[config.mk]
export PLATFORM = sky130hd
export DESIGN_NAME = cau_front
export DESIGN_NICKNAME = d
export VERILOG_FILES = /design/src/design/cau_pkg.sv /design/src/design/cau_front.sv
export SDC_FILE = /design/constraint.sdc
export NUM_CORES = 1
export LEC_CHECK = 0
export BUFFER_PORTS_ARGS = -buffer_cell sky130_fd_sc_hd__buf_4
export CORE_ASPECT_RATIO = 0.8
export CORE_MARGIN = 2
export CORE_UTILIZATION = 40
export DETAILED_ROUTE_END_ITERATION = 16
export GPL_ROUTABILITY_DRIVEN = 1
export REMOVE_ABC_BUFFERS = 1
export SYNTH_ARGS = -nofsm -noshare
export SYNTH_HDL_FRONTEND = slang
export SYNTH_SLANG_ARGS = --single-unit
[constraint.sdc]
create_clock -name clk -period 7.5 [get_ports clk]
set_input_delay 1.5 -clock clk [delete_from_list [all_inputs] [get_ports clk]]
set_output_delay 1.5 -clock clk [all_outputs]
set_load 0.1 [all_outputs]
[src/design/cau_pkg.sv]
package cau_pkg;

  typedef enum logic [2:0] {
    OP_ADD = 3'd0,
    OP_SUB = 3'd1,
    OP_MUL = 3'd2,
    OP_DIV = 3'd3,
    OP_MAG = 3'd4
  } op_t;

  // decoded request class, at most one bit set
  typedef struct packed {
    logic is_add;
    logic is_sub;
    logic is_mul;
    logic is_div;
    logic is_mag;
  } cls_t;

  localparam int QDEPTH = 4;
  localparam int QPW    = 2;

endpackage

[src/design/cau_front.sv]
module cau_front #(
  parameter int DATA_WIDTH = 32
) (
  input  logic                         clk,
  input  logic                         rst_n,
  input  logic                         in_valid,
  output logic                         in_ready,
  input  logic [2:0]                   in_op,
  input  logic signed [DATA_WIDTH-1:0] in_x_re,
  input  logic signed [DATA_WIDTH-1:0] in_x_im,
  input  logic signed [DATA_WIDTH-1:0] in_y_re,
  input  logic signed [DATA_WIDTH-1:0] in_y_im,
  input  logic                         q_pop,
  output logic                         q_valid,
  output cau_pkg::cls_t                q_cls,
  output logic signed [DATA_WIDTH-1:0] q_x_re,
  output logic signed [DATA_WIDTH-1:0] q_x_im,
  output logic signed [DATA_WIDTH-1:0] q_y_re,
  output logic signed [DATA_WIDTH-1:0] q_y_im
);

  cau_pkg::cls_t               cls_nxt;
  cau_pkg::cls_t               cls_mem [0:cau_pkg::QDEPTH-1];
  logic signed [DATA_WIDTH-1:0] xr_mem [0:cau_pkg::QDEPTH-1];
  logic signed [DATA_WIDTH-1:0] xi_mem [0:cau_pkg::QDEPTH-1];
  logic signed [DATA_WIDTH-1:0] yr_mem [0:cau_pkg::QDEPTH-1];
  logic signed [DATA_WIDTH-1:0] yi_mem [0:cau_pkg::QDEPTH-1];
  logic [cau_pkg::QPW-1:0]     wptr_r, rptr_r;
  logic [cau_pkg::QPW:0]       count_r;
  logic                        push, pop;

  always_comb begin
    cls_nxt = '0;
    unique case (in_op)
      cau_pkg::OP_ADD: cls_nxt.is_add = 1'b1;
      cau_pkg::OP_SUB: cls_nxt.is_sub = 1'b1;
      cau_pkg::OP_MUL: cls_nxt.is_mul = 1'b1;
      cau_pkg::OP_DIV: cls_nxt.is_div = 1'b1;
      cau_pkg::OP_MAG: cls_nxt.is_mag = 1'b1;
      default:         cls_nxt = '0;
    endcase
  end

  assign in_ready = count_r != (cau_pkg::QPW+1)'(cau_pkg::QDEPTH);
  assign push     = in_valid && in_ready;
  assign q_valid  = count_r != '0;
  assign pop      = q_pop && q_valid;

  always_ff @(posedge clk) begin
    if (!rst_n) begin
      wptr_r  <= '0;
      rptr_r  <= '0;
      count_r <= '0;
    end else begin
      if (push) wptr_r <= wptr_r + 1'b1;
      if (pop)  rptr_r <= rptr_r + 1'b1;
      count_r <= count_r + (cau_pkg::QPW+1)'(push) - (cau_pkg::QPW+1)'(pop);
    end
  end

  always_ff @(posedge clk) begin
    if (push) begin
      cls_mem[wptr_r] <= cls_nxt;
      xr_mem[wptr_r]  <= in_x_re;
      xi_mem[wptr_r]  <= in_x_im;
      yr_mem[wptr_r]  <= in_y_re;
      yi_mem[wptr_r]  <= in_y_im;
    end
  end

  assign q_cls  = cls_mem[rptr_r];
  assign q_x_re = xr_mem[rptr_r];
  assign q_x_im = xi_mem[rptr_r];
  assign q_y_re = yr_mem[rptr_r];
  assign q_y_im = yi_mem[rptr_r];

`ifndef ASSERT_OFF
  a_count_bound: assert property (@(posedge clk) disable iff (!rst_n)
    count_r <= (cau_pkg::QPW+1)'(cau_pkg::QDEPTH))
    else $error("queue count beyond depth");
  a_count_step: assert property (@(posedge clk) disable iff (!rst_n)
    (push && !pop) |=> count_r == $past(count_r) + 1'b1)
    else $error("queue count missed a push");
`endif

endmodule

* After elaboration in Yosys (flattened, before gate mapping)
Memories as Yosys holds them, arrays and structs flattened. A register that Yosys moved wholly into a read port is not among the register bits.
Index checks and enable logic that the tools add are counted.
** Word-level totals
- Flip-flop bits (word level) :: 7
- Bits in writable memories :: 532
- Input bits :: 135
- Word-level logic and storage cells :: 38
- Memories kept :: 5
** Memories
- xi_mem :: words 4, width 32, read ports 1, clocked after memory_dff 1, write ports 1, line cau_front.sv:25 : logic signed [DATA_WIDTH-1:0] xi_mem [0:cau_pkg::QDEPTH-1];
- xr_mem :: words 4, width 32, read ports 1, clocked after memory_dff 1, write ports 1, line cau_front.sv:24 : logic signed [DATA_WIDTH-1:0] xr_mem [0:cau_pkg::QDEPTH-1];
- yi_mem :: words 4, width 32, read ports 1, clocked after memory_dff 1, write ports 1, line cau_front.sv:27 : logic signed [DATA_WIDTH-1:0] yi_mem [0:cau_pkg::QDEPTH-1];
- yr_mem :: words 4, width 32, read ports 1, clocked after memory_dff 1, write ports 1, line cau_front.sv:26 : logic signed [DATA_WIDTH-1:0] yr_mem [0:cau_pkg::QDEPTH-1];
- cls_mem :: words 4, width 5, read ports 1, clocked after memory_dff 1, write ports 1, line cau_front.sv:23 : cau_pkg::cls_t cls_mem [0:cau_pkg::QDEPTH-1];
** Operators by class
- Add/subtract/negate cells :: 4
- Eq/ne operators :: 5
- Multiplexer cells :: 17
- Reduce and logical (&&, ||, !) cells :: 4
** Operator list (count)
- 2-bit 2-to-1 mux :: 10
- 1-bit 2-to-1 mux :: 7
- 3-bit by 2-bit equality test with 1-bit output, second input constant :: 2
- 2-bit by 1-bit adder with 2-bit output, second input constant :: 2
- 3-bit by 1-bit adder with 3-bit output :: 1
- 3-bit by 1-bit equality test with 1-bit output, second input constant :: 1
- 3-bit equality test, second input constant :: 1
- 3-bit zero test :: 1
- 3-bit inequality test, second input constant :: 1
- 3-bit nonzero test :: 1
- 3-bit by 1-bit subtractor with 3-bit output :: 1
- 1-bit logical AND :: 2

* Logic depth before layout (Yosys ltp)
Gate-level depths: netlist of the first run.
- Word-level depth :: 4
- Depth in mapped cells :: 11
- Gate-level depth less buffers :: 11

* Worst setup path after synthesis of the first run
No wires, ideal clock.
- Kind :: input to register
- From :: in in_valid
- To :: mem cls_mem[0][0] in the netlist's numbering (enable)
- Library setup time :: 508 ps
- Arrival :: 4986 ps
- Data required time :: 6992 ps
- Slack :: 2006 ps
- Stages :: 2
- Path buffers :: 0
- Cell sequence :: a21boi_1 > and2_1
** Between the ends
- Cells in the longest elaborated chain, start to end :: 3
** RTL lines
- start, declared :: line cau_front.sv:6 : input logic in_valid,
- 1-bit logical AND :: line cau_front.sv:45 : assign push = in_valid && in_ready;
- 1-bit 2-to-1 mux :: line cau_front.sv:62 : if (push) begin
- 1-bit 2-to-1 mux (not written as such) :: line cau_front.sv:63 : cls_mem[wptr_r] <= cls_nxt;
- end, declared :: line cau_front.sv:23
No other way between the ends.

==> impl_metrics.yaml, run 1 <==
run_status:
  outcome: "completed"
route:
  wirelength_um: 38530
  drtAntennaViolNets: 0
  drt-initial-drc-count: 502
  route.detailed.drc: 0
  drt-pass1-iter-count: 4
  via_per_inst: 5.109
  route.vias.total: 8778
  wire_per_inst_um: 22.43
floorplanning:
  core-area_um2: 48470
  rows: 72
  die_y_um: 202.4
  io_pins: 270
  start_util: 0.4060
  die_area_um2: 50990
  dieWidth_um: 252.0
clock_network:
  insertion_delay_ns: 0.57
  numCtsBuffers: 52
  clkTransAtPathRegs_ns: 0.06
  cts_root_buffer: "clkbuf_16"
  clockBufferDepth: 3
  tritoncts: "done"
  htreeDepth: 2
  cts_setup_buffers: 0
  ctsHoldBuffers: 0
  cts_resized: 0
  numClockSinks: 541
synthesis:
  synth_area_per_cell_um2: 26.30
  yosys.area.top_type: "edfxtp_1"
  ys_seq_elements: 541
  synth_cell_types: 22
  netlist_area_um2: 19680
  ys_seq_area_frac: 0.8211
  yosys-top-cells-area: "edfxtp_1, mux4_2, dfxtp_1, buf_6, buf_2"
  syn_inst: 748
  ys_warn_count: 0
  synth_top_area_frac: 0.8120
grt:
  grt_util_met2: 0.2252
  use_met3: 0.04443
  grtUsageMet1: 0.2178
  grt_max_degree: 96
  grt_pass1_wl_um: 57520
  grt_overflow: 0
  grt.total_usage: 0.1508
  busiest_layer: "met2"
  grt_pass1_vias: 9143
  antenna_found_initial: 3
cells_and_area:
  area_growth_pct: 21.88
  fillers: 3931
  fin_area_um2: 23980
  final_common_cell: "edfxtp_1"
  drive_gt1_frac: 0.4439
  multiInputGateArea_um2: 3308
  mostFrequentLayoutCells: "edfxtp_1, buf_4, mux4_2"
  fin_util: 0.4948
  seqCellArea_um2: 16160
  fin_nets: 1190
timing:
  fin_crit_ns: 4.693
  max_slew.worst_pin.slew_ns: 1.116
  tns_ns: 0
  rsz0062_at_grt: "false"
  finalCritPeriodShare: 0.6257
  slew_headroom: 0.2558
  finalSetupViolCount: 0
  drv_slew: 0
  clock-skew-final_ns: 0.01971
  clock.fmax_mhz: 213.1
  finalHoldViolCount: 0
place:
  io_buffers: 269
  place.gp.congestion: 0.6840
  dp_hpwl_um: 22220
  placed_cell_area_um2: 22410
setup_path:
  crit_path_end_kind: "primary output"
  start_kind: "flip-flop"
  critPathArrivalTime_ns: 3.19
  required_ns: 6.00
  ff2ff_setup_slack_ns: 4.24
  crit_path_max_fanout: 92
  crit_type: "flip-flop to primary output"
worst_hold_path:
  hp-class: "flip-flop to flip-flop"
power_and_ir_drop:
  powerDensity_nw_per_um2: 428.5
  ir_worst_vdd_mv: 0.2974
  p_leak_nw: 7.910
run:
  drv_cap: 0
[per-stage QoR]
step                      total power [mW]  instances  hold slack, ns  worst slack (ns)
after floorplan                      7.145        717          0.4677           -0.5986
after global placement               7.954       1623          0.4846             3.179
after detailed placement             7.961       1623          0.5023             3.162
after CTS                            10.42       1717          0.5108             2.684
after global routing                 10.64       1717          0.5348             2.510
final                                10.27       1718          0.5115             2.807
[path summary, 6_finish.rpt]
| path | start | cells after the start | end |
|---|---|---|---|
| worst max-delay path | flip-flop | 3 | q_x_im[12] |
| worst min-delay path | wptr_r[0]$_SDFFE_PN0P_ | 2 | wptr_r[0]$_SDFFE_PN0P_ |
| worst max register to register | count_r[1]$_SDFF_PN0_ | 4 | xi_mem[3][2]$_DFFE_PP_ |
| worst min register to register | wptr_r[0]$_SDFFE_PN0P_ | 2 | wptr_r[0]$_SDFFE_PN0P_ |
[cells in the mapped netlist]
cell and number:
edfxtp_1 532, mux4_2 133, buf_2 15, buf_6 9, dfxtp_1 9, and2_1 7
clkbuf_1 7, ha_1 6, inv_1 5, nand2_1 5, xnor2_1 4, nor2b_1 3
nor3b_1 3, mux2i_1 2, a21boi_1 1, and3b_1 1, fa_1 1, nor2_1 1
nor3_1 1, o311ai_0 1, o31a_1 1, or3_1 1
[cell type report]
type,count,share of cell area
flip-flops and latches,541,0.6740
multi-input cells,171,0.1380
repair buffers,277,0.08881
clock buffers,65,0.05719
well taps,629,0.03282
clock inverters,29,0.008296
inverters,5,0.0007827
diodes,1,0.0001044
[power breakdown]
part / total (mW) / internal [mW] / switching [mW]
registers: 3.81 / 3.66 / 0.142
clock network: 2.43 / 1.36 / 1.07
logic: 4.03 / 0.978 / 3.06
total: 10.3 / 6.00 / 4.27
[cell families (layout without fill, tap and decap cells)]
family / Yosys count / in the layout / share of synthesized area
AOI/OAI and AO/OA: 3 / 3 / 0.001272
xor gates and xnor gates: 4 / 4 / 0.001780
adders and majority gates: 7 / 7 / 0.004833
buffers and inverters: 36 / 376 / 0.01126
DFF: 541 / 541 / 0.8211
muxes: 135 / 135 / 0.1533
other: 0 / 1 / 0
and+or+nand+nor: 22 / 22 / 0.006486
[critical path, stage by stage, from the launching register on]
cell     delay, ns
dfxtp_4       0.92
buf_12        0.57
mux4_2        0.64
buf_4         0.26
[state kept, by name (all words and copies together) (netlist names), named ones only]
name and flops:
cls_mem 20, count_r 3, yr_mem 128, xi_mem 128
xr_mem 128, yi_mem 128, wptr_r 2, rptr_r 2
[per-layer routing]
metal  wire, um  vias up
li1           -     3827
met1      17070     4634
met2      17740      257
met3       3018       58
met4        693        2
met5         12        -
(Power assumes the default switching activity.)
==> run 2, diff against run 1 <==
--- a/config.mk
+++ b/config.mk
@@ -5,6 +5,7 @@
 export SDC_FILE = /design/constraint.sdc
 export NUM_CORES = 1
 export LEC_CHECK = 0
+export ABC_AREA = 1
 export BUFFER_PORTS_ARGS = -buffer_cell sky130_fd_sc_hd__buf_4
 export CORE_ASPECT_RATIO = 0.8
 export CORE_MARGIN = 2
==> constraint.sdc (replaced) <==
create_clock -name clk -period 4.2 [get_ports clk]
set_input_delay 0.84 -clock clk [delete_from_list [all_inputs] [get_ports clk]]
set_output_delay 0.84 -clock clk [all_outputs]
set_load 0.1 [all_outputs]
==> run 2 against run 1 <==
Worst setup slack worse by 2.1 ns. Sequential cell count stayed put. Power up 86%. Core utilization rose by 0.14 points. Sequential power increased by 76%. Via count rose by 37%. Die area grew 2.8%. Critical endpoint is now q_x_re[14]. Largest power group unchanged.
==> impl_metrics.yaml, run 2 <==
synthesis:
  ys_seq_elements: 541
  synth_area_per_cell_um2: 14.90
  yosys.area.top_type: "edfxtp_1"
  synth_edf_count: 532
  synth_commonest_cells: "edfxtp_1, nor2_1, o21ai_0"
  netlist_area_um2: 20230
  yosys-top-cells-area: "edfxtp_1, nor2_1, o22ai_1, o21ai_0, o21ai_1"
  synth_cell_types: 21
  syn_inst: 1358
  async_flop_share: 0
  synth_top_area_frac: 0.7898
  ys_warn_count: 0
  synthFlopType: "edfxtp_1"
  yosysMostFrequentCell: "edfxtp_1"
  ys_seq_area_frac: 0.7987
power_and_ir_drop:
  p_int_mw: 10.74
  ir_worst_vdd_mv: 0.5448
  combPwrFrac: 0.403
  p_leak_nw: 8.562
  switching_power_mw: 8.358
  powerDensity_nw_per_um2: 773.2
  p_seq_frac: 0.352
  clock_power_share: 0.245
  switching_share: 0.4377
  total_power_mw: 19.10
cells_and_area:
  final_common_cell: "edfxtp_1"
  mostFrequentLayoutCells: "edfxtp_1, buf_4, nor2_1"
  fin_util: 0.4962
  fillers: 4210
  fin_nets: 1769
  drive_gt1_frac: 0.2281
  fin_area_um2: 24700
  area_growth_pct: 22.10
route:
  drt-pass1-iter-count: 5
  wirelength_um: 45210
  via_per_inst: 5.125
  wire_per_inst_um: 19.27
  drt-initial-drc-count: 888
  drtAntennaViolNets: 0
  route.detailed.drc: 0
  route.vias.total: 12020
timing:
  finalCritPeriodShare: 0.8398
  finalSetupViolCount: 0
  tns_ns: 0
  fin_crit_ns: 3.527
  drv_slew: 0
  clock.fmax_mhz: 283.5
  max_slew.worst_pin.slew_ns: 0.8544
  slew_headroom: 0.4290
  rsz0062_at_grt: "false"
  finalHoldViolCount: 0
  clock-skew-final_ns: 0.01171
place:
  place.gp.congestion: 0.7412
  io_buffers: 269
  placed_cell_area_um2: 22980
  dp_hpwl_um: 25580
grt:
  grt_overflow: 0
  grt_max_degree: 143
  grt_pass1_wl_um: 68920
  grt.total_usage: 0.1695
  antenna_found_initial: 1
  grt_pass1_vias: 11880
floorplanning:
  die_y_um: 205.1
  dieWidth_um: 255.4
  rows: 73
  io_pins: 270
  start_util: 0.4064
  core-area_um2: 49780
  die_area_um2: 52400
clock_network:
  insertion_delay_ns: 0.59
  tritoncts: "done"
  clockBufferDepth: 3
  ctsHoldBuffers: 0
  cts_resized: 0
  clkTransAtPathRegs_ns: 0.06
  numClockSinks: 541
  cts_root_buffer: "clkbuf_16"
  numCtsBuffers: 53
  cts_setup_buffers: 0
  htreeDepth: 2
setup_path:
  crit_path_max_fanout: 56
  crit_type: "flip-flop to primary output"
  critPathArrivalTime_ns: 2.69
  crit_path_end_kind: "primary output"
  required_ns: 3.36
  ff2ff_setup_slack_ns: 1.73
  start_kind: "flip-flop"
worst_hold_path:
  hp-class: "input pin to flip-flop"
run:
  drv_cap: 0
run_status:
  outcome: "completed"
## run 2: cell types whose count changed after synthesis, sizes merged, moves of 4 or more
cell    previous run  this run
nor2               1       279
o21ai              0       267
mux4             133         0
o22ai              0       133
buf               24        53
clkbuf             7        33
inv                5        18
nand2              5        14
and2               7         0
a21oi              0         4
xnor2              4         0
## run 2: per-stage QoR
stage	instances	hold WS (ns)	worst slack, ns
floorplan	1272	0.4481	-4.379
global placement	2247	0.4636	1.376
detailed placement	2247	0.4882	1.290
CTS	2345	0.4064	0.6422
global route	2345	0.4122	0.5948
finish	2346	0.4434	0.6728
## run 2: critical path: stages, from the launching register on
cell,delay [ns]
dfxtp_4,0.56
inv_4,0.16
buf_4,0.46
o21ai_1,0.17
o22ai_1,0.29
buf_4,0.36
## run 2: power groups by stage
stage | sequential (mW) | combinational, mW | clock [mW]
floorplan | 7.06 | 5.70 | 0
global placement | 6.82 | 7.72 | 0
finish | 6.72 | 7.70 | 4.68
detailed placement | 6.84 | 7.75 | 0
CTS | 6.73 | 7.76 | 4.79
global route | 6.77 | 8.05 | 5.00
## run 2: per-layer routing
layer,vias to the layer above,routed length [um],track usage
li1,5684,-,-
met1,5979,20480,0.2319
met2,298,20780,0.2660
met3,61,3203,0.04863
met4,2,733,0.04580
met5,-,16,0
## run 2: area by class of cell
class,count,area [um^2],area share
timing repair buffer,300,2427,0.09828
clock inverter,28,257.7,0.01044
sequential,541,16160,0.6544
tap,675,844.6,0.03419
inverter,18,77.57,0.003141
clock buffer,70,1463,0.05922
multi-input combinational,713,3463,0.1402
antenna,1,2.502,0.0001013
## run 2: path summary, 6_finish.rpt
check                         start                       to  cells after the start
max reg2reg   count_r[1]$_SDFF_PN0_  yr_mem[1][27]$_DFFE_PP_                      5
min                      in_x_re[0]   xr_mem[2][0]$_DFFE_PP_                      1
min reg2reg  rptr_r[0]$_SDFFE_PN0P_   rptr_r[0]$_SDFFE_PN0P_                      2
max                       flip-flop               q_x_re[14]                      5
## run 2: cells by family (layout without fill, tap and decap cells)
kind of cell             Yosys count  after routing  share of synthesized area
AND/OR/NAND/NOR                  300            300                    0.05610
buffers and inverters            104            416                    0.03161
other                              0              1                          0
adder cells (fa/ha/maj)            7              7                   0.004701
flip-flops                       541            541                     0.7987
AO/OA/AOI/OAI                    406            406                     0.1089
==> run 3, diff against run 2 <==
--- a/config.mk
+++ b/config.mk
@@ -5,7 +5,7 @@
 export SDC_FILE = /design/constraint.sdc
 export NUM_CORES = 1
 export LEC_CHECK = 0
-export ABC_AREA = 1
+export ABC_AREA = 0
 export BUFFER_PORTS_ARGS = -buffer_cell sky130_fd_sc_hd__buf_4
 export CORE_ASPECT_RATIO = 0.8
 export CORE_MARGIN = 2
==> constraint.sdc (replaced) <==
create_clock -name clk -period 3.5 [get_ports clk]
set_input_delay 0.7 -clock clk [delete_from_list [all_inputs] [get_ports clk]]
set_output_delay 0.7 -clock clk [all_outputs]
set_load 0.1 [all_outputs]
==> run 3 against run 2 <==
Sequential cell count unchanged. First-iteration DRC count down 26%. Register-to-register slack lost 0.60 ns. Combinational power increased by 15%. Non-clock buffer count down 9. Worst hold slack worse by 0.12 ns. Critical path type unchanged. Critical endpoint is now q_y_im[22]. Global-route usage down 1.9 points. Die area down 2.7%.
==> impl_metrics.yaml, run 3 (synthesis results as in run 1) <==
worst_hold_path:
  worstHoldEndpoint: "yr_mem[1][18]$_DFFE_PP_"
  hold_start: "in_y_re[18]"
  hp-class: "input pin to flip-flop"
  hold_depth: 1
grt:
  grt_overflow: 0
  grt_pass1_wl_um: 57670
  grt.total_usage: 0.1502
  grt_pass1_vias: 9429
  grt_max_degree: 98
  antenna_found_initial: 1
route:
  route.detailed.drc: 0
  route.vias.total: 8721
  wirelength_um: 38000
  drt-pass1-iter-count: 4
  drtAntennaViolNets: 0
  drt-initial-drc-count: 654
  wire_per_inst_um: 21.91
  via_per_inst: 5.029
place:
  placed_cell_area_um2: 22640
  dp_hpwl_um: 22420
  place.gp.congestion: 0.7081
  dp.cells: 1637
  io_buffers: 269
cells_and_area:
  fin_nets: 1205
  area_growth_pct: 23.15
  fin_area_um2: 24230
  mostFrequentLayoutCells: "edfxtp_1, buf_4, mux4_2"
  final_common_cell: "edfxtp_1"
  diodes: 0
  drive_gt1_frac: 0.4507
  layout.cells.non_filler: 1734
timing:
  drv_slew: 0
  max_slew.worst_pin.slew_ns: 0.6648
  finalCritPeriodShare: 0.8730
  clock-skew-final_ns: 0.01128
  slew_headroom: 0.5568
  fin_crit_ns: 3.055
  holdWs_ns: 0.3187
  clock.fmax_mhz: 327.3
  finalHoldViolCount: 0
  rsz0062_at_grt: "false"
  finalSetupViolCount: 0
clock_network:
  insertion_delay_ns: 0.58
  cts_resized: 0
  tritoncts: "done"
  numClockSinks: 541
  numCtsBuffers: 53
  ctsHoldBuffers: 0
  clkTransAtPathRegs_ns: 0.06
  cts_setup_buffers: 0
  cts_root_buffer: "clkbuf_16"
  htreeDepth: 2
  clockBufferDepth: 3
floorplanning:
  die_area_um2: 50990
  dieWidth_um: 252.0
  die_y_um: 202.4
  io_pins: 270
  rows: 72
  start_util: 0.4060
  core-area_um2: 48470
power_and_ir_drop:
  p_leak_nw: 8.033
  ir_worst_vdd_mv: 0.6291
  powerDensity_nw_per_um2: 913.0
setup_path:
  critPathArrivalTime_ns: 2.36
  start_kind: "flip-flop"
  crit_path_max_fanout: 35
  r2r_start: "count_r[1]$_SDFF_PN0_"
  reg2regPathDepth: 12
  r2r_end: "count_r[2]$_SDFF_PN0_"
  required_ns: 2.80
  ff2ff_setup_slack_ns: 1.13
  crit_path_end_kind: "primary output"
  crit_type: "flip-flop to primary output"
run:
  drv_cap: 0
run_status:
  outcome: "completed"
-- run 3: cell types whose count changed in the layout (fill, tap and decap cells not counted), sizes merged, moves of 9 or more --
cell   previous run  this run
nor2            279         1
o21ai           267         0
mux4              0       133
o22ai           133         0
inv              19         7
buf             300       291
nand2            14         5
-- run 3: cell type report --
cell class / instances / area [um^2]
sequential: 541 / 16160
timing repair buffer: 291 / 2360
multi-input combinational: 171 / 3308
inverter: 5 / 18.77
clock buffer: 68 / 1425
tap: 629 / 787.0
clock inverter: 29 / 167.7
fill: 3928 / 24240
-- run 3: stage by stage --
| step | power [mW] | TNS (ns) | util | worst slack, ns |
|---|---|---|---|---|
| 2_1_floorplan | 14.95 | -1140.25 | - | -3.799 |
| 3_3_place_gp | 17.12 | 0 | 0.4671 | 0.9147 |
| 4_1_cts | 22.43 | 0 | 0.4999 | 0.3287 |
| 3_5_place_dp | 17.16 | 0 | 0.4671 | 0.9104 |
| 6_report | 22.12 | 0 | 0.4999 | 0.4445 |
| 5_1_grt | 22.96 | 0 | 0.4999 | 0.2748 |
-- run 3: worst max path at each step --
stage	start	end	slack, ns	cells after the start
after floorplan	flip-flop	q_cls[0]	-3.80	1
after global placement	in_valid	count_r[2]$_SDFF_PN0_	0.91	12
after detailed placement	in_valid	count_r[2]$_SDFF_PN0_	0.91	12
after CTS	flip-flop	q_x_im[20]	0.33	3
after global routing	flip-flop	q_x_im[20]	0.27	3
final	flip-flop	q_y_im[22]	0.44	3
-- run 3: critical path, stage by stage, from the launching register on --
cell     delay (ns)
dfxtp_4        0.58
buf_12         0.34
mux4_2         0.56
buf_4          0.25
-- run 3: per-layer routing --
metal  up-vias  share of wire  GRT usage
li1       3857              -          -
met1      4581           0.45     0.2153
met2       236           0.46     0.2234
met3        45          0.074    0.04945
met4         2          0.015    0.03762
met5         -        0.00037          0
-- run 3: power breakdown --
group          switching, mW  internal (mW)
registers              0.219           7.85
logic                   6.64           2.20
clock network           2.28           2.94
